$ cat src/rtl/vtp_pkg.sv
// Package for the VT escape sequence parser: parser state codes, result kinds,
// character constants, default sizes and small character-class helpers.
// Used by the top level vt_escape_sequence_parser; depends on nothing.
package vtp_pkg;

    localparam int MAX_PARAMS_DEF = 16;
    localparam int OSC_DEPTH_DEF  = 63;

    localparam int CP_W    = 21;
    localparam int PVAL_W  = 20;
    localparam int ENTRY_W = 22;

    localparam logic [PVAL_W-1:0] VAL_CLAMP = 20'd100000;

    // Parser states.
    localparam logic [3:0] ST_GROUND    = 4'd0;
    localparam logic [3:0] ST_ESC       = 4'd1;
    localparam logic [3:0] ST_ESC_INTER = 4'd2;
    localparam logic [3:0] ST_CSI_ENTRY = 4'd3;
    localparam logic [3:0] ST_CSI_PARAM = 4'd4;
    localparam logic [3:0] ST_CSI_INTER = 4'd5;
    localparam logic [3:0] ST_CSI_IGN   = 4'd6;
    localparam logic [3:0] ST_OSC       = 4'd7;
    localparam logic [3:0] ST_STR_IGN   = 4'd8;

    // Dispatch sequencer states.
    localparam logic [1:0] SQ_IDLE = 2'd0;
    localparam logic [1:0] SQ_READ = 2'd1;
    localparam logic [1:0] SQ_EMIT = 2'd2;

    // Result kinds.
    localparam logic [2:0] KIND_PRINT = 3'd0;
    localparam logic [2:0] KIND_CTRL  = 3'd1;
    localparam logic [2:0] KIND_ESC   = 3'd2;
    localparam logic [2:0] KIND_CSI   = 3'd3;
    localparam logic [2:0] KIND_OSC   = 3'd4;

    // Characters.
    localparam logic [CP_W-1:0] CH_BEL   = 21'h07;
    localparam logic [CP_W-1:0] CH_CAN   = 21'h18;
    localparam logic [CP_W-1:0] CH_SUB   = 21'h1A;
    localparam logic [CP_W-1:0] CH_ESC   = 21'h1B;
    localparam logic [CP_W-1:0] CH_SPACE = 21'h20;
    localparam logic [CP_W-1:0] CH_DEL   = 21'h7F;
    localparam logic [CP_W-1:0] CH_COLON = 21'h3A;
    localparam logic [CP_W-1:0] CH_SEMI  = 21'h3B;
    localparam logic [CP_W-1:0] CH_LBRK  = 21'h5B;
    localparam logic [CP_W-1:0] CH_BSLS  = 21'h5C;
    localparam logic [CP_W-1:0] CH_RBRK  = 21'h5D;
    localparam logic [CP_W-1:0] CH_DCS   = 21'h50;
    localparam logic [CP_W-1:0] CH_SOS   = 21'h58;
    localparam logic [CP_W-1:0] CH_PM    = 21'h5E;
    localparam logic [CP_W-1:0] CH_APC   = 21'h5F;

    function automatic logic is_inter(input logic [CP_W-1:0] c);
        return (c >= 21'h20) && (c <= 21'h2F);
    endfunction

    function automatic logic is_final(input logic [CP_W-1:0] c);
        return (c >= 21'h40) && (c <= 21'h7E);
    endfunction

    function automatic logic is_marker(input logic [CP_W-1:0] c);
        return c inside {21'h3C, 21'h3D, 21'h3E, 21'h3F};
    endfunction

    function automatic logic is_digit(input logic [CP_W-1:0] c);
        return (c >= 21'h30) && (c <= 21'h39);
    endfunction

    // Value times ten plus a decimal digit, by shifts and adds.
    function automatic logic [PVAL_W-1:0] mul10_add(input logic [PVAL_W-1:0] v,
                                                    input logic [CP_W-1:0] c);
        logic [3:0] d;
        d = c[3:0];
        return (v << 3) + (v << 1) + {16'd0, d};
    endfunction

endpackage

$ cat src/rtl/vt_escape_sequence_parser.sv
// Top level of the VT escape sequence parser: state machine, stores and
// dispatch sequencer. Depends on vtp_pkg and vtp_ram.
//
// Usage. One code point is transferred on the input channel (cp_valid,
// cp_stall, code_point) and zero or more results leave on the result channel
// (res_valid, res_stall and the result fields). Prints, controls, escape
// dispatches, a CSI dispatch with no parameters and an OSC dispatch with an
// empty payload are written to the result register in the cycle the code
// point is taken, so they appear in the next cycle. A CSI dispatch streams
// one result per parameter from the parameter RAM (the open parameter from
// its registers), and an OSC dispatch one result per payload character from
// the OSC RAM. Each streamed result passes a RAM read state and then a state
// that loads the result register, and no code point is taken during a
// dispatch. The open parameter is kept in registers and written to the RAM
// only when a separator closes it, so each code point costs at most one RAM
// write. The OSC command number is parsed while the string is stored.
// When the receiver stalls the result stays in the result register and the
// input stalls too. Reset empties the result register and returns the parser
// to ground with no sequence held; the RAMs need no clearing, since only
// entries written since the sequence began are ever read.
module vt_escape_sequence_parser #(
    parameter int MAX_PARAMS = vtp_pkg::MAX_PARAMS_DEF,
    parameter int OSC_DEPTH  = vtp_pkg::OSC_DEPTH_DEF
) (
    input  logic               clk,
    input  logic               rst_n,
    input  logic               cp_valid,
    output logic               cp_stall,
    input  logic [20:0]        code_point,
    output logic               res_valid,
    input  logic               res_stall,
    output logic [2:0]         kind,
    output logic [20:0]        char_value,
    output logic [6:0]         inter_byte,
    output logic [6:0]         marker_byte,
    output logic signed [20:0] number,
    output logic               param_omitted,
    output logic               param_sub,
    output logic               item_valid,
    output logic               last
);

    localparam int PAW = (MAX_PARAMS > 1) ? $clog2(MAX_PARAMS) : 1;
    localparam int OAW = (OSC_DEPTH > 1) ? $clog2(OSC_DEPTH) : 1;
    localparam int CW  = $clog2(MAX_PARAMS + 1);
    localparam int OLW = $clog2(OSC_DEPTH + 1);
    localparam int IW  = (CW > OLW) ? CW : OLW;
    localparam logic [CW-1:0]  CNT_MAX = CW'(MAX_PARAMS);
    localparam logic [OLW-1:0] OSC_MAX = OLW'(OSC_DEPTH);

    // Parser state.
    logic [3:0]  state_reg, state_next;
    logic        pend_reg, pend_next;
    logic        open_reg, open_next;
    logic [CW-1:0] cnt_reg, cnt_next;
    logic [6:0]  mark_reg, mark_next;
    logic [6:0]  inter_reg, inter_next;
    // Open parameter, held in registers until a separator closes it.
    logic [19:0] oval_reg, oval_next;
    logic        osub_reg, osub_next;
    logic        oomit_reg, oomit_next;
    // OSC length and the command parse that runs while storing.
    logic [OLW-1:0] olen_reg, olen_next;
    logic        sepf_reg, sepf_next;
    logic [OLW-1:0] sepi_reg, sepi_next;
    logic        numok_reg, numok_next;
    logic [19:0] cval_reg, cval_next;
    // Dispatch sequencer.
    logic [1:0]  seq_reg, seq_next;
    logic        mode_osc_reg, mode_osc_next;
    logic [IW-1:0] idx_reg, idx_next;
    logic [IW-1:0] end_reg, end_next;
    logic [20:0] fin_reg, fin_next;
    logic [20:0] cmd_reg, cmd_next;
    // Result register.
    logic        rv_reg, rv_next;
    logic [2:0]  kind_reg, kind_next;
    logic [20:0] cv_reg, cv_next;
    logic [6:0]  ib_reg, ib_next;
    logic [6:0]  mb_reg, mb_next;
    logic [20:0] num_reg, num_next;
    logic        om_reg, om_next;
    logic        sub_reg, sub_next;
    logic        iv_reg, iv_next;
    logic        last_reg, last_next;

    // RAM ports.
    logic                pw_en, ow_en, rd_en;
    logic [PAW-1:0]      pw_addr;
    logic [OAW-1:0]      ow_addr;
    logic [21:0]         pw_data;
    logic [20:0]         ow_data;
    logic [21:0]         p_rdata;
    logic [20:0]         o_rdata;

    logic accept;
    logic out_free;

    assign out_free = !rv_reg || !res_stall;
    assign cp_stall = (seq_reg != vtp_pkg::SQ_IDLE) || !out_free;
    assign accept   = cp_valid && !cp_stall;

    vtp_ram #(.WIDTH(vtp_pkg::ENTRY_W), .DEPTH(MAX_PARAMS)) u_param_ram (
        .clk   (clk),
        .we    (pw_en),
        .waddr (pw_addr),
        .wdata (pw_data),
        .re    (rd_en && !mode_osc_reg),
        .raddr (idx_reg[PAW-1:0]),
        .rdata (p_rdata)
    );

    vtp_ram #(.WIDTH(vtp_pkg::CP_W), .DEPTH(OSC_DEPTH)) u_osc_ram (
        .clk   (clk),
        .we    (ow_en),
        .waddr (ow_addr),
        .wdata (ow_data),
        .re    (rd_en && mode_osc_reg),
        .raddr (idx_reg[OAW-1:0]),
        .rdata (o_rdata)
    );

    always_comb
    begin
        logic [20:0]   c;
        logic [3:0]    s_eff;
        logic          done;
        logic          clr;
        logic          ld;
        logic [19:0]   v;
        logic [CW-1:0] cw;
        logic [CW-1:0] cm1;
        logic [OLW-1:0] sep;
        logic [OLW-1:0] start;
        logic          numeric;
        logic          osc_end;
        logic          csi_disp;
        logic [IW-1:0] idx_inc;
        logic          use_open;
        logic [21:0]   e;

        c        = code_point;
        s_eff    = state_reg;
        done     = 1'b0;
        clr      = 1'b0;
        ld       = 1'b0;
        v        = '0;
        cw       = cnt_reg;
        cm1      = cnt_reg - CW'(1);
        sep      = '0;
        start    = '0;
        numeric  = 1'b0;
        osc_end  = 1'b0;
        csi_disp = 1'b0;
        idx_inc  = idx_reg + IW'(1);
        use_open = 1'b0;
        e        = '0;

        state_next    = state_reg;
        pend_next     = pend_reg;
        open_next     = open_reg;
        cnt_next      = cnt_reg;
        mark_next     = mark_reg;
        inter_next    = inter_reg;
        oval_next     = oval_reg;
        osub_next     = osub_reg;
        oomit_next    = oomit_reg;
        olen_next     = olen_reg;
        sepf_next     = sepf_reg;
        sepi_next     = sepi_reg;
        numok_next    = numok_reg;
        cval_next     = cval_reg;
        seq_next      = seq_reg;
        mode_osc_next = mode_osc_reg;
        idx_next      = idx_reg;
        end_next      = end_reg;
        fin_next      = fin_reg;
        cmd_next      = cmd_reg;

        kind_next = kind_reg;
        cv_next   = cv_reg;
        ib_next   = ib_reg;
        mb_next   = mb_reg;
        num_next  = num_reg;
        om_next   = om_reg;
        sub_next  = sub_reg;
        iv_next   = iv_reg;
        last_next = last_reg;

        pw_en   = 1'b0;
        pw_addr = '0;
        pw_data = '0;
        ow_en   = 1'b0;
        ow_addr = olen_reg[OAW-1:0];
        ow_data = c;
        rd_en   = 1'b0;

        if (seq_reg == vtp_pkg::SQ_READ)
        begin
            rd_en    = 1'b1;
            seq_next = vtp_pkg::SQ_EMIT;
        end
        else if (seq_reg == vtp_pkg::SQ_EMIT)
        begin
            if (out_free)
            begin
                ld        = 1'b1;
                iv_next   = 1'b1;
                ib_next   = '0;
                mb_next   = '0;
                om_next   = 1'b0;
                sub_next  = 1'b0;
                last_next = (idx_inc == end_reg);
                if (mode_osc_reg)
                begin
                    kind_next = vtp_pkg::KIND_OSC;
                    cv_next   = o_rdata;
                    num_next  = cmd_reg;
                end
                else
                begin
                    use_open  = open_reg && (idx_reg == IW'(cm1));
                    e         = use_open ? {osub_reg, oomit_reg, oval_reg} : p_rdata;
                    kind_next = vtp_pkg::KIND_CSI;
                    cv_next   = fin_reg;
                    ib_next   = inter_reg;
                    mb_next   = mark_reg;
                    om_next   = e[20];
                    sub_next  = e[21];
                    num_next  = e[20] ? '1 : {1'b0, e[19:0]};
                end
                idx_next = idx_inc;
                if (idx_inc == end_reg)
                begin
                    seq_next = vtp_pkg::SQ_IDLE;
                    if (mode_osc_reg)
                    begin
                        olen_next = '0;
                    end
                    else
                    begin
                        clr = 1'b1;
                    end
                end
                else
                begin
                    seq_next = vtp_pkg::SQ_READ;
                end
            end
        end
        else if (accept)
        begin
            // String states first; an ESC followed by anything but a backslash
            // drops the string and falls through to escape handling.
            if (state_reg == vtp_pkg::ST_OSC || state_reg == vtp_pkg::ST_STR_IGN)
            begin
                done = 1'b1;
                if (pend_reg)
                begin
                    pend_next = 1'b0;
                    if (c == vtp_pkg::CH_BSLS)
                    begin
                        osc_end    = (state_reg == vtp_pkg::ST_OSC);
                        state_next = vtp_pkg::ST_GROUND;
                        olen_next  = '0;
                    end
                    else
                    begin
                        // The sequence is cleared here so that the escape
                        // handling below can still record an intermediate.
                        olen_next  = '0;
                        cnt_next   = '0;
                        mark_next  = '0;
                        inter_next = '0;
                        open_next  = 1'b0;
                        s_eff      = vtp_pkg::ST_ESC;
                        done       = 1'b0;
                    end
                end
                else if (c == vtp_pkg::CH_ESC)
                begin
                    pend_next = 1'b1;
                end
                else if (c == vtp_pkg::CH_BEL)
                begin
                    osc_end    = (state_reg == vtp_pkg::ST_OSC);
                    state_next = vtp_pkg::ST_GROUND;
                    olen_next  = '0;
                end
                else if (c == vtp_pkg::CH_CAN || c == vtp_pkg::CH_SUB)
                begin
                    state_next = vtp_pkg::ST_GROUND;
                    olen_next  = '0;
                end
                else if (state_reg == vtp_pkg::ST_OSC && olen_reg < OSC_MAX)
                begin
                    ow_en     = 1'b1;
                    olen_next = olen_reg + OLW'(1);
                    if (!sepf_reg)
                    begin
                        if (c == vtp_pkg::CH_SEMI)
                        begin
                            sepf_next = 1'b1;
                            sepi_next = olen_reg;
                        end
                        else if (vtp_pkg::is_digit(c) && numok_reg)
                        begin
                            v         = vtp_pkg::mul10_add(cval_reg, c);
                            cval_next = v;
                            if (v > vtp_pkg::VAL_CLAMP)
                            begin
                                numok_next = 1'b0;
                            end
                        end
                        else
                        begin
                            numok_next = 1'b0;
                        end
                    end
                end
            end

            if (osc_end)
            begin
                sep     = sepf_reg ? sepi_reg : olen_reg;
                numeric = (sep != '0) && numok_reg;
                start   = numeric ? (sepf_reg ? sepi_reg + OLW'(1) : olen_reg) : '0;
                cmd_next = numeric ? {1'b0, cval_reg} : '1;
                if (start >= olen_reg)
                begin
                    ld        = 1'b1;
                    kind_next = vtp_pkg::KIND_OSC;
                    cv_next   = '0;
                    ib_next   = '0;
                    mb_next   = '0;
                    num_next  = numeric ? {1'b0, cval_reg} : '1;
                    om_next   = 1'b0;
                    sub_next  = 1'b0;
                    iv_next   = 1'b0;
                    last_next = 1'b1;
                end
                else
                begin
                    // Keep the length until the stream ends.
                    olen_next     = olen_reg;
                    seq_next      = vtp_pkg::SQ_READ;
                    mode_osc_next = 1'b1;
                    idx_next      = IW'(start);
                    end_next      = IW'(olen_reg);
                end
            end

            if (!done)
            begin
                if (c < vtp_pkg::CH_SPACE)
                begin
                    if (c == vtp_pkg::CH_ESC)
                    begin
                        clr        = 1'b1;
                        state_next = vtp_pkg::ST_ESC;
                    end
                    else if (c == vtp_pkg::CH_CAN || c == vtp_pkg::CH_SUB)
                    begin
                        clr        = 1'b1;
                        state_next = vtp_pkg::ST_GROUND;
                    end
                    else
                    begin
                        ld        = 1'b1;
                        kind_next = vtp_pkg::KIND_CTRL;
                        cv_next   = c;
                        ib_next   = '0;
                        mb_next   = '0;
                        num_next  = '0;
                        om_next   = 1'b0;
                        sub_next  = 1'b0;
                        iv_next   = 1'b0;
                        last_next = 1'b1;
                        state_next = s_eff;
                    end
                end
                else
                begin
                    case (s_eff)
                        vtp_pkg::ST_GROUND:
                        begin
                            if (c != vtp_pkg::CH_DEL)
                            begin
                                ld        = 1'b1;
                                kind_next = vtp_pkg::KIND_PRINT;
                                cv_next   = c;
                                ib_next   = '0;
                                mb_next   = '0;
                                num_next  = '0;
                                om_next   = 1'b0;
                                sub_next  = 1'b0;
                                iv_next   = 1'b0;
                                last_next = 1'b1;
                            end
                        end
                        vtp_pkg::ST_ESC:
                        begin
                            if (c == vtp_pkg::CH_LBRK)
                            begin
                                clr        = 1'b1;
                                state_next = vtp_pkg::ST_CSI_ENTRY;
                            end
                            else if (c == vtp_pkg::CH_RBRK)
                            begin
                                olen_next  = '0;
                                pend_next  = 1'b0;
                                sepf_next  = 1'b0;
                                sepi_next  = '0;
                                numok_next = 1'b1;
                                cval_next  = '0;
                                state_next = vtp_pkg::ST_OSC;
                            end
                            else if (c inside {vtp_pkg::CH_DCS, vtp_pkg::CH_SOS,
                                               vtp_pkg::CH_PM, vtp_pkg::CH_APC})
                            begin
                                pend_next  = 1'b0;
                                state_next = vtp_pkg::ST_STR_IGN;
                            end
                            else if (vtp_pkg::is_inter(c))
                            begin
                                inter_next = c[6:0];
                                state_next = vtp_pkg::ST_ESC_INTER;
                            end
                            else
                            begin
                                state_next = vtp_pkg::ST_GROUND;
                                ld        = 1'b1;
                                kind_next = vtp_pkg::KIND_ESC;
                                cv_next   = c;
                                ib_next   = '0;
                                mb_next   = '0;
                                num_next  = '0;
                                om_next   = 1'b0;
                                sub_next  = 1'b0;
                                iv_next   = 1'b0;
                                last_next = 1'b1;
                            end
                        end
                        vtp_pkg::ST_ESC_INTER:
                        begin
                            if (vtp_pkg::is_inter(c))
                            begin
                                inter_next = c[6:0];
                            end
                            else
                            begin
                                state_next = vtp_pkg::ST_GROUND;
                                ld        = 1'b1;
                                kind_next = vtp_pkg::KIND_ESC;
                                cv_next   = c;
                                ib_next   = inter_reg;
                                mb_next   = '0;
                                num_next  = '0;
                                om_next   = 1'b0;
                                sub_next  = 1'b0;
                                iv_next   = 1'b0;
                                last_next = 1'b1;
                            end
                        end
                        vtp_pkg::ST_CSI_ENTRY,
                        vtp_pkg::ST_CSI_PARAM:
                        begin
                            if (vtp_pkg::is_digit(c))
                            begin
                                state_next = vtp_pkg::ST_CSI_PARAM;
                                if (!open_reg)
                                begin
                                    if (cnt_reg < CNT_MAX)
                                    begin
                                        oval_next  = vtp_pkg::mul10_add('0, c);
                                        osub_next  = 1'b0;
                                        oomit_next = 1'b0;
                                        cnt_next   = cnt_reg + CW'(1);
                                        open_next  = 1'b1;
                                    end
                                end
                                else
                                begin
                                    v = oomit_reg ? '0 : oval_reg;
                                    if (v < vtp_pkg::VAL_CLAMP)
                                    begin
                                        v = vtp_pkg::mul10_add(v, c);
                                    end
                                    oval_next  = v;
                                    oomit_next = 1'b0;
                                end
                            end
                            else if (c == vtp_pkg::CH_SEMI || c == vtp_pkg::CH_COLON)
                            begin
                                state_next = vtp_pkg::ST_CSI_PARAM;
                                if (open_reg)
                                begin
                                    pw_en   = 1'b1;
                                    pw_addr = cm1[PAW-1:0];
                                    pw_data = {osub_reg, oomit_reg, oval_reg};
                                end
                                else if (cnt_reg < CNT_MAX)
                                begin
                                    pw_en   = 1'b1;
                                    pw_addr = cnt_reg[PAW-1:0];
                                    pw_data = {1'b0, 1'b1, 20'd0};
                                    cw      = cnt_reg + CW'(1);
                                end
                                open_next = 1'b0;
                                cnt_next  = cw;
                                if (c == vtp_pkg::CH_COLON && cw < CNT_MAX)
                                begin
                                    oval_next  = '0;
                                    oomit_next = 1'b1;
                                    osub_next  = 1'b1;
                                    cnt_next   = cw + CW'(1);
                                    open_next  = 1'b1;
                                end
                            end
                            else if (vtp_pkg::is_marker(c))
                            begin
                                if (s_eff == vtp_pkg::ST_CSI_ENTRY)
                                begin
                                    mark_next  = c[6:0];
                                    state_next = vtp_pkg::ST_CSI_PARAM;
                                end
                                else
                                begin
                                    state_next = vtp_pkg::ST_CSI_IGN;
                                end
                            end
                            else if (vtp_pkg::is_inter(c))
                            begin
                                inter_next = c[6:0];
                                state_next = vtp_pkg::ST_CSI_INTER;
                            end
                            else if (vtp_pkg::is_final(c))
                            begin
                                csi_disp = 1'b1;
                            end
                            else
                            begin
                                state_next = vtp_pkg::ST_CSI_IGN;
                            end
                        end
                        vtp_pkg::ST_CSI_INTER:
                        begin
                            if (vtp_pkg::is_inter(c))
                            begin
                                inter_next = c[6:0];
                            end
                            else if (vtp_pkg::is_final(c))
                            begin
                                csi_disp = 1'b1;
                            end
                            else
                            begin
                                state_next = vtp_pkg::ST_CSI_IGN;
                            end
                        end
                        vtp_pkg::ST_CSI_IGN:
                        begin
                            if (vtp_pkg::is_final(c))
                            begin
                                clr        = 1'b1;
                                state_next = vtp_pkg::ST_GROUND;
                            end
                        end
                        default:
                        begin
                            state_next = vtp_pkg::ST_GROUND;
                        end
                    endcase
                end
            end

            if (csi_disp)
            begin
                state_next = vtp_pkg::ST_GROUND;
                if (cnt_reg == '0)
                begin
                    clr       = 1'b1;
                    ld        = 1'b1;
                    kind_next = vtp_pkg::KIND_CSI;
                    cv_next   = c;
                    ib_next   = inter_reg;
                    mb_next   = mark_reg;
                    num_next  = '0;
                    om_next   = 1'b0;
                    sub_next  = 1'b0;
                    iv_next   = 1'b0;
                    last_next = 1'b1;
                end
                else
                begin
                    // The sequence is cleared when the last parameter leaves.
                    fin_next      = c;
                    seq_next      = vtp_pkg::SQ_READ;
                    mode_osc_next = 1'b0;
                    idx_next      = '0;
                    end_next      = IW'(cnt_reg);
                end
            end
        end

        if (clr)
        begin
            cnt_next   = '0;
            mark_next  = '0;
            inter_next = '0;
            open_next  = 1'b0;
        end

        if (ld)
        begin
            rv_next = 1'b1;
        end
        else
        begin
            rv_next = rv_reg && res_stall;
        end
    end

    always_ff @(posedge clk or negedge rst_n)
    begin
        if (!rst_n)
        begin
            state_reg    <= vtp_pkg::ST_GROUND;
            pend_reg     <= 1'b0;
            open_reg     <= 1'b0;
            cnt_reg      <= '0;
            mark_reg     <= '0;
            inter_reg    <= '0;
            olen_reg     <= '0;
            seq_reg      <= vtp_pkg::SQ_IDLE;
            mode_osc_reg <= 1'b0;
            rv_reg       <= 1'b0;
        end
        else
        begin
            state_reg    <= state_next;
            pend_reg     <= pend_next;
            open_reg     <= open_next;
            cnt_reg      <= cnt_next;
            mark_reg     <= mark_next;
            inter_reg    <= inter_next;
            olen_reg     <= olen_next;
            seq_reg      <= seq_next;
            mode_osc_reg <= mode_osc_next;
            rv_reg       <= rv_next;
        end
    end

    always_ff @(posedge clk)
    begin
        oval_reg  <= oval_next;
        osub_reg  <= osub_next;
        oomit_reg <= oomit_next;
        sepf_reg  <= sepf_next;
        sepi_reg  <= sepi_next;
        numok_reg <= numok_next;
        cval_reg  <= cval_next;
        idx_reg   <= idx_next;
        end_reg   <= end_next;
        fin_reg   <= fin_next;
        cmd_reg   <= cmd_next;
        kind_reg  <= kind_next;
        cv_reg    <= cv_next;
        ib_reg    <= ib_next;
        mb_reg    <= mb_next;
        num_reg   <= num_next;
        om_reg    <= om_next;
        sub_reg   <= sub_next;
        iv_reg    <= iv_next;
        last_reg  <= last_next;
    end

    assign res_valid     = rv_reg;
    assign kind          = kind_reg;
    assign char_value    = cv_reg;
    assign inter_byte    = ib_reg;
    assign marker_byte   = mb_reg;
    assign number        = num_reg;
    assign param_omitted = om_reg;
    assign param_sub     = sub_reg;
    assign item_valid    = iv_reg;
    assign last          = last_reg;

`ifndef NO_ASSERTIONS
    // The parameter count never passes the store size.
    a_cnt_bound: assert property (@(posedge clk) disable iff (!rst_n)
        cnt_reg <= CNT_MAX)
        else $error("parameter count beyond store size");

    // The OSC length never passes the buffer size.
    a_olen_bound: assert property (@(posedge clk) disable iff (!rst_n)
        olen_reg <= OSC_MAX)
        else $error("OSC length beyond buffer size");

    // An open parameter always has a slot counted for it.
    a_open_cnt: assert property (@(posedge clk) disable iff (!rst_n)
        open_reg |-> (cnt_reg != '0))
        else $error("open parameter without a slot");

    // While a result that is not the last of a run is held, the sequencer
    // is still busy with that run.
    a_run_cont: assert property (@(posedge clk) disable iff (!rst_n)
        (res_valid && !last) |-> (seq_reg != vtp_pkg::SQ_IDLE))
        else $error("dispatch run ended early");
`endif

endmodule

$ cat src/rtl/vtp_ram.sv
// Generic single-write, single-read synchronous RAM with a registered read.
// Used for the parameter store and the OSC buffer; depends on nothing.
module vtp_ram #(
    parameter int WIDTH = 8,
    parameter int DEPTH = 16,
    localparam int AW = (DEPTH > 1) ? $clog2(DEPTH) : 1
) (
    input  logic             clk,
    input  logic             we,
    input  logic [AW-1:0]    waddr,
    input  logic [WIDTH-1:0] wdata,
    input  logic             re,
    input  logic [AW-1:0]    raddr,
    output logic [WIDTH-1:0] rdata
);

    logic [WIDTH-1:0] mem [DEPTH];
    logic [WIDTH-1:0] rdata_reg;

    always_ff @(posedge clk)
    begin
        if (we)
        begin
            mem[waddr] <= wdata;
        end
        if (re)
        begin
            rdata_reg <= mem[raddr];
        end
    end

    assign rdata = rdata_reg;

endmodule
$ cat config.mk
export PLATFORM = sky130hd
export DESIGN_NAME = vt_escape_sequence_parser
export DESIGN_NICKNAME = d
export VERILOG_FILES = /design/src/rtl/vtp_pkg.sv /design/src/rtl/vt_escape_sequence_parser.sv /design/src/rtl/vtp_ram.sv
export SDC_FILE = /design/constraint.sdc
export NUM_CORES = 2
export LEC_CHECK = 0
export ABC_CLOCK_PERIOD_IN_PS = 12700
export BUFFER_PORTS_ARGS = -buffer_cell sky130_fd_sc_hd__buf_4
export CAP_MARGIN = 5
export CORE_ASPECT_RATIO = 0.8
export CORE_MARGIN = 2
export CORE_UTILIZATION = 30
export CTS_BUF_LIST = sky130_fd_sc_hd__clkbuf_8 sky130_fd_sc_hd__clkbuf_16
export DETAILED_ROUTE_END_ITERATION = 16
export PLACE_DENSITY_LB_ADDON = 0.25
export SLEW_MARGIN = 20
export SYNTH_ARGS = -nofsm -noshare
export SYNTH_HDL_FRONTEND = slang
export SYNTH_SLANG_ARGS = --single-unit
export TNS_END_PERCENT = 50
$ cat constraint.sdc
create_clock -name clk -period 12.7 [get_ports clk]
set_input_delay 0 -clock clk [delete_from_list [all_inputs] [get_ports clk]]
set_output_delay 0 -clock clk [all_outputs]
set_load 0.02 [all_outputs]
# Yosys cells after proc, flatten, opt, wreduce, memory -nomap -nowiden
# Memory sizes are Yosys's and may differ from the RTL's. A register that Yosys moved wholly into a read port is not among the register bits.
# Index checks and enable logic that the tools add are counted.
# op_classes
n_reduce_logical,44
n_mux,491
bitwise,5
order_cmp,13
n_eq_ne,39
addsub,10
# op_table
cell,n
$mux W21,37
$mux W7,65
$mux W20,21
$mux W6,45
$mux W22,10
$mux W1,209
$mux W4,38
$eq A21 B7 Y1 const B,7
$eq A21 B6 Y1 const B,6
$pmux W21 S3,2
$mux W5,25
$eq A21 B5 Y1 const B,3
$pmux W7 S3,3
$mux W3,17
$ge A21 B6 Y1 const B,2
$le A21 B6 Y1 const B,2
$add A20 B20 Y20,2
$add A20 B4 Y20,2
$pmux W4 S6,1
$eq A21 B3 Y1 const B,1
$ge A21 B7 Y1 const B,1
$le A21 B7 Y1 const B,1
$lt A21 B6 Y1 const B,1
$ne A21 B7 Y1 const B,1
other kinds (41),100
# totals
output_inout_bits,65
in_bits,25
mem_count,2
ramBits,1675
register_bits,202
word_cells,634
# mem_list
name,depth,word_bits,rd,rd_ports_with_merged_regs,write_ports,line_no,source
u_osc_ram.mem,63,21,1,1,1,vtp_ram.sv:17,logic [WIDTH-1:0] mem [DEPTH];
u_param_ram.mem,16,22,1,1,1,vtp_ram.sv:17,

# Longest topological paths before layout
# logic_depth
ltp_word,29
ltp_mapped,18
mapped_depth_nobuf,13

# Cells and area by module
# Synthesis repeated with hierarchy kept, for this count alone.
# hier_totals
cells_unflattened,4500
area_unflattened_um2,80225.7
# modules_own_cells
mod,area_each_um2,cells_each,n_inst,seq_area_each_um2
vtp_ram (u_osc_ram),51458.1,2399,1,40358.7
vt_escape_sequence_parser,14725.4,1518,1,5890.6
vtp_ram (u_param_ram),14042.2,583,1,11230.8

# Least setup slack after synthesis
# Ideal clock, no wire load.
# synth_timing
path_kind,register to register
startpoint,register rv_reg (netlist: res_valid)
endpoint,register olen_reg[5]
required_ns,12.558
t_arrival_ns,7.303
synth_period_minus_slack_ns,7.445
setup_slack_ns,5.255
path_buffers,0
setup_time_ns,0.142
path_stages_with_launch,8
path_cell_list,dfrtp_1 > nand2_1 > and3_1 > nor2_1 > a211oi_1 > nand3_1 > a21oi_1 > a31oi_1
# synth_via
elab_chain_cells,8
elab_cells_between_ends,9
classes_between,eq/ne (1); reduce/logical (8)
# synth_lines
item,line_no,source
"start, declared",vt_escape_sequence_parser.sv:76,"logic rv_reg, rv_next;"
"start signal, assigned",vt_escape_sequence_parser.sv:650,rv_reg <= rv_next;
$logic_not A1 Y1 *,vt_escape_sequence_parser.sv:99,assign out_free = !rv_reg || !res_stall;
$logic_or A1 B1 Y1 *,vt_escape_sequence_parser.sv:99,
$logic_not A1 Y1,vt_escape_sequence_parser.sv:100,assign cp_stall = (seq_reg != vtp_pkg::SQ_IDLE) || !out_free;
$logic_or A1 B1 Y1,vt_escape_sequence_parser.sv:100,
$logic_not A1 Y1,vt_escape_sequence_parser.sv:101,assign accept = cp_valid && !cp_stall;
$logic_and A1 B1 Y1,vt_escape_sequence_parser.sv:101,
$reduce_bool A2 Y1 (no source line),n/a,
$reduce_and A5 Y1 (no source line) *,n/a,
"end signal, assigned",vt_escape_sequence_parser.sv:647,olen_reg <= olen_next;
"end, declared",vt_escape_sequence_parser.sv:63,"logic [OLW-1:0] olen_reg, olen_next;"
# Mark *: on every way between the ends. The rest lies on a longest branch, timed or not.
# A chain may end at the register's enable or synchronous reset.

# Worst setup path in the final report
# layout_timing
startpoint,register olen_reg[3]
endpoint,register rv_reg (netlist: res_valid)
# layout_via
elab_chain_cells,20
elab_cells_between_ends,24
classes_between,order compare (1); mux (21); reduce/logical (2)
# layout_lines
item,line_no,source
$mux W6,vt_escape_sequence_parser.sv:325,sep = sepf_reg ? sepi_reg : olen_reg;
$reduce_bool A6 Y1,vt_escape_sequence_parser.sv:326,numeric = (sep != '0) && numok_reg;
$logic_and A1 B1 Y1,vt_escape_sequence_parser.sv:326,
$mux W6,vt_escape_sequence_parser.sv:327,start = numeric ? (sepf_reg ? sepi_reg + OLW'(1) : olen_reg) : '0;
$ge A6 B6 Y1 *,vt_escape_sequence_parser.sv:329,if (start >= olen_reg)
$mux W1 *,vt_escape_sequence_parser.sv:329,
$mux W1 *,vt_escape_sequence_parser.sv:323,if (osc_end)
$mux W1,"vt_escape_sequence_parser.sv:424, vt_escape_sequence_parser.sv:446",
(+5 left out),n/a,
$mux W1 *,vt_escape_sequence_parser.sv:353,if (!done)
$mux W1,vt_escape_sequence_parser.sv:580,if (cnt_reg == '0)
$mux W1 *,vt_escape_sequence_parser.sv:577,if (csi_disp)
$mux W1 *,vt_escape_sequence_parser.sv:251,else if (accept)
$mux W1 *,vt_escape_sequence_parser.sv:203,else if (seq_reg == vtp_pkg::SQ_EMIT)
$mux W1 *,vt_escape_sequence_parser.sv:198,if (seq_reg == vtp_pkg::SQ_READ)
$mux W1 *,vt_escape_sequence_parser.sv:614,if (ld)
named net rv_next,vt_escape_sequence_parser.sv:76,
# Mark *: on every way through the listed nets, which the timed path passes. The rest lies on a longest branch.

==> metrics.cfg <==
[logic_synthesis]
async_reset_ff_share_pct=1.823
synth_cells=4731
syn_area_per_cell_um2=16.95
synth-edff-count=1885
syn_nets=4844
ys_ff_latch=1920
syn_area_um2=80200
synth_ff_type=edfxtp_1
yosys_warnings=0
synth.distinct_cells=87
ys_seq_area_share_pct=71.67

[worst_setup_path]
r2r-end=res_valid
worstPathRequired_ps=13390
startpoint_type=flip-flop
crit_path_end_kind=flip-flop
crit_arrival_ps=6360
rrSetupSlack_ps=7020
ff2ff_path_depth=14
worstReg2RegStart=olen_reg[3]
critPathMaxFanout=33
crit_type=flip-flop to flip-flop

[floorplan]
ioPinCount=90
die_y_um=466.5
initial_core_util_pct=30.20
die_area_um2=271500
core_um2=265600
die_w_um=582.1
row_count=169

[finish]
nNetsFinal=5028
largest_register_ffs=1323
drive_above_1_share_pct=19.43
syn_to_final_growth_pct=14.26

[placement]
gp_congestion=0.8525
io_buffers=89
dpl.hpwl_um=139100

[drt]
drc=0
vias=44940
routed_wl_um=234500
initialDrtViolationCount=4866
drt-vias-per-instance=5.247
dr.pass1.iters=8
wl_per_cell_um=27.39
drtAntennaViolNets=0

[pwr]
p_comb_share_pct=16.5
ir_drop_mv=0.1079
leakage_nw=30.55
p_int_w=0.01094
powerDensity_nw_per_um2=163.6
power_switching_w=0.004051
clockPowerShare_pct=35.5
p_sw_share_pct=27.03
pwr-share-seq_pct=48.0

[timing]
drv_slew=0
finClkSkew_ps=58.78
rsz0062_at_grt=no
max_slew.worst_pin.slew_ps=1228
setup-violations-final=0
max_freq_ghz=0.1762
hold_viol=0
period_minus_slack_ps=5677
max_slew_margin_pct=17.47
fin_setup_tns_ps=0
timing.hold.ws_ps=145.0
finalCritPeriodShare_pct=44.70

[global_routing]
grt_max_degree=108
gr-total-overflow=0
grt_pass1_vias=43850
grt_first_pass_wirelength_um=332300
grt_usage_pct=16.84
antenna_found_initial=8

[clock_network]
htreeDepth=4
cts_tree=yes
cts_buffers=190
clock-sinks=1920
clk_pin_slew_ps=60
clockBufferDepth=4
cts-root-buf=clkbuf_16
insertion_delay_ps=840

[worst_hold_path]
holdPathStages=2
hold_path.class=primary input to flip-flop
min_from=code_point[0]
worstHoldEndpoint=u_osc_ram.mem[34][0]

[job]
maxCapViolCount=0

[outcome]
outcome=complete, no violations

-- stage by stage --
stage | power [W] | instances | setup WS [ps] | util, % | area [um^2]
2_1_floorplan | 0.008815 | 4731 | 5255 | - | 80200
6_report | 0.01499 | 8564 | 7023 | 34.50 | 91630
4_1_cts | 0.01513 | 8559 | 7057 | 34.49 | 91610
3_5_place_dp | 0.009812 | 8200 | 7473 | 32.24 | 85630
3_3_place_gp | 0.009798 | 8200 | 7530 | 32.24 | 85630
5_1_grt | 0.01552 | 8559 | 6651 | 34.50 | 91620
-- worst max-delay path, stage by stage, from the launching register on --
cell	delay, ps
dfrtp_1	510
inv_1	230
nand3_1	570
o21ai_2	1050
nor2_1	180
ha_1	330
a21o_1	170
a21o_1	170
a21o_1	170
a21o_1	210
a21oi_1	380
or2_1	360
and2_4	510
o31ai_1	130
dlygate4sd3_1	570
-- Yosys cell counts (16+ instances only) --
master / n / area, um^2
xnor2_1: 37 / 324.1
buf_1: 56 / 210.2
a22oi_1: 30 / 225.2
and2_1: 16 / 100.1
edfxtp_1: 1885 / 56600
or2_2: 25 / 156.4
and3_1: 33 / 206.5
nand3_1: 47 / 235.2
a221oi_1: 23 / 201.4
dfrtp_1: 35 / 875.8
nor2b_1: 38 / 237.7
a21oi_1: 248 / 1241
a22o_1: 22 / 192.7
a21o_1: 22 / 165.2
o21ai_0: 203 / 1016
mux2i_1: 368 / 3684
mux4_2: 257 / 5788
xor2_1: 19 / 166.4
nand2_1: 231 / 867.1
buf_2: 28 / 140.1
nor2_1: 236 / 885.9
mux2_2: 117 / 1318
a221o_1: 36 / 360.4
ha_1: 84 / 1051
nand2b_1: 20 / 125.1
or3_1: 16 / 100.1
o22ai_1: 76 / 475.5
clkbuf_1: 181 / 679.4
a31oi_1: 21 / 131.4
nor3_1: 46 / 230.2
a211oi_1: 26 / 195.2
inv_1: 41 / 153.9
o221ai_1: 65 / 569.3
-- per-layer routing --
metal,GRT usage [%],part of all wire [%],vias to the layer above
li1,-,-,19390
met1,25.53,47,23720
met2,25.77,45,1574
met3,2.275,6.4,258
met4,3.245,1.8,2
met5,0,0.0055,-
-- worst max-delay path by stage --
stage | depth (start not counted) | endpoint | startpoint | slack (ps)
2_1_floorplan | 7 | olen_reg[5] | res_valid | 5260
3_3_place_gp | 13 | last | olen_reg[3] | 7530
3_5_place_dp | 13 | last | olen_reg[3] | 7470
4_1_cts | 14 | res_valid | olen_reg[3] | 7060
5_1_grt | 14 | res_valid | olen_reg[3] | 6650
6_report | 14 | res_valid | olen_reg[3] | 7020
-- cell type report --
class,instances,area [um^2]
diodes,5,12.51
clock buffers,195,4857
clock inverters,136,838.3
fillers,25240,174000
inverters,43,161.4
multi-input cells,2499,21790
flip-flops and latches,1920,57480
well taps,3505,4385
repair buffers,261,2102
-- kinds of logic (layout without fill, tap and decap cells) --
logic type / Yosys count / in the layout / share of synthesized area [%]
adders and majority gates: 89 / 89 / 1.423
other: 0 / 5 / 0
AOI/OAI and AO/OA: 852 / 852 / 6.791
and+or+nand+nor: 759 / 759 / 4.485
buffers and inverters: 312 / 635 / 1.537
muxes: 742 / 742 / 13.45
DFF: 1920 / 1920 / 71.67
xor gates and xnor gates: 57 / 57 / 0.6396
-- power by group through the flow --
stage	clock network (W)	registers [W]	logic, W
finish	0.00532	0.00719	0.00248
global route	0.00568	0.00720	0.00263
CTS	0.00544	0.00719	0.00250
detailed placement	0	0.00733	0.00248
global placement	0	0.00733	0.00247
floorplan	0	0.00735	0.00146
-- layout by cell type (no fill, tap or decap), types with 35 or more instances in the layout --
cell,netlist,layout
buf_4,1,228
o21ai_0,203,203
a21oi_1,248,248
mux2i_1,368,368
nand3_1,47,46
ha_1,84,83
nor2_1,236,155
mux2_2,117,117
o221ai_1,65,65
nand2_1,231,230
inv_1,41,90
nor3_1,46,45
xnor2_1,37,37
a221o_1,36,36
clkbuf_16,0,193
nor2b_1,38,35
clkinv_1,2,49
o22ai_1,76,76
nor2_2,0,73
edfxtp_1,1885,1885
mux4_2,257,257
-- what timing repair did --
item / 4_1_cts / 5_1_grt
setup buffers: 0 / 0
endpoints found under the hold margin: 1171 / 0
hold buffers: 28 / 0
resized for setup: 0 / 0
(Power assumes the default switching activity.)
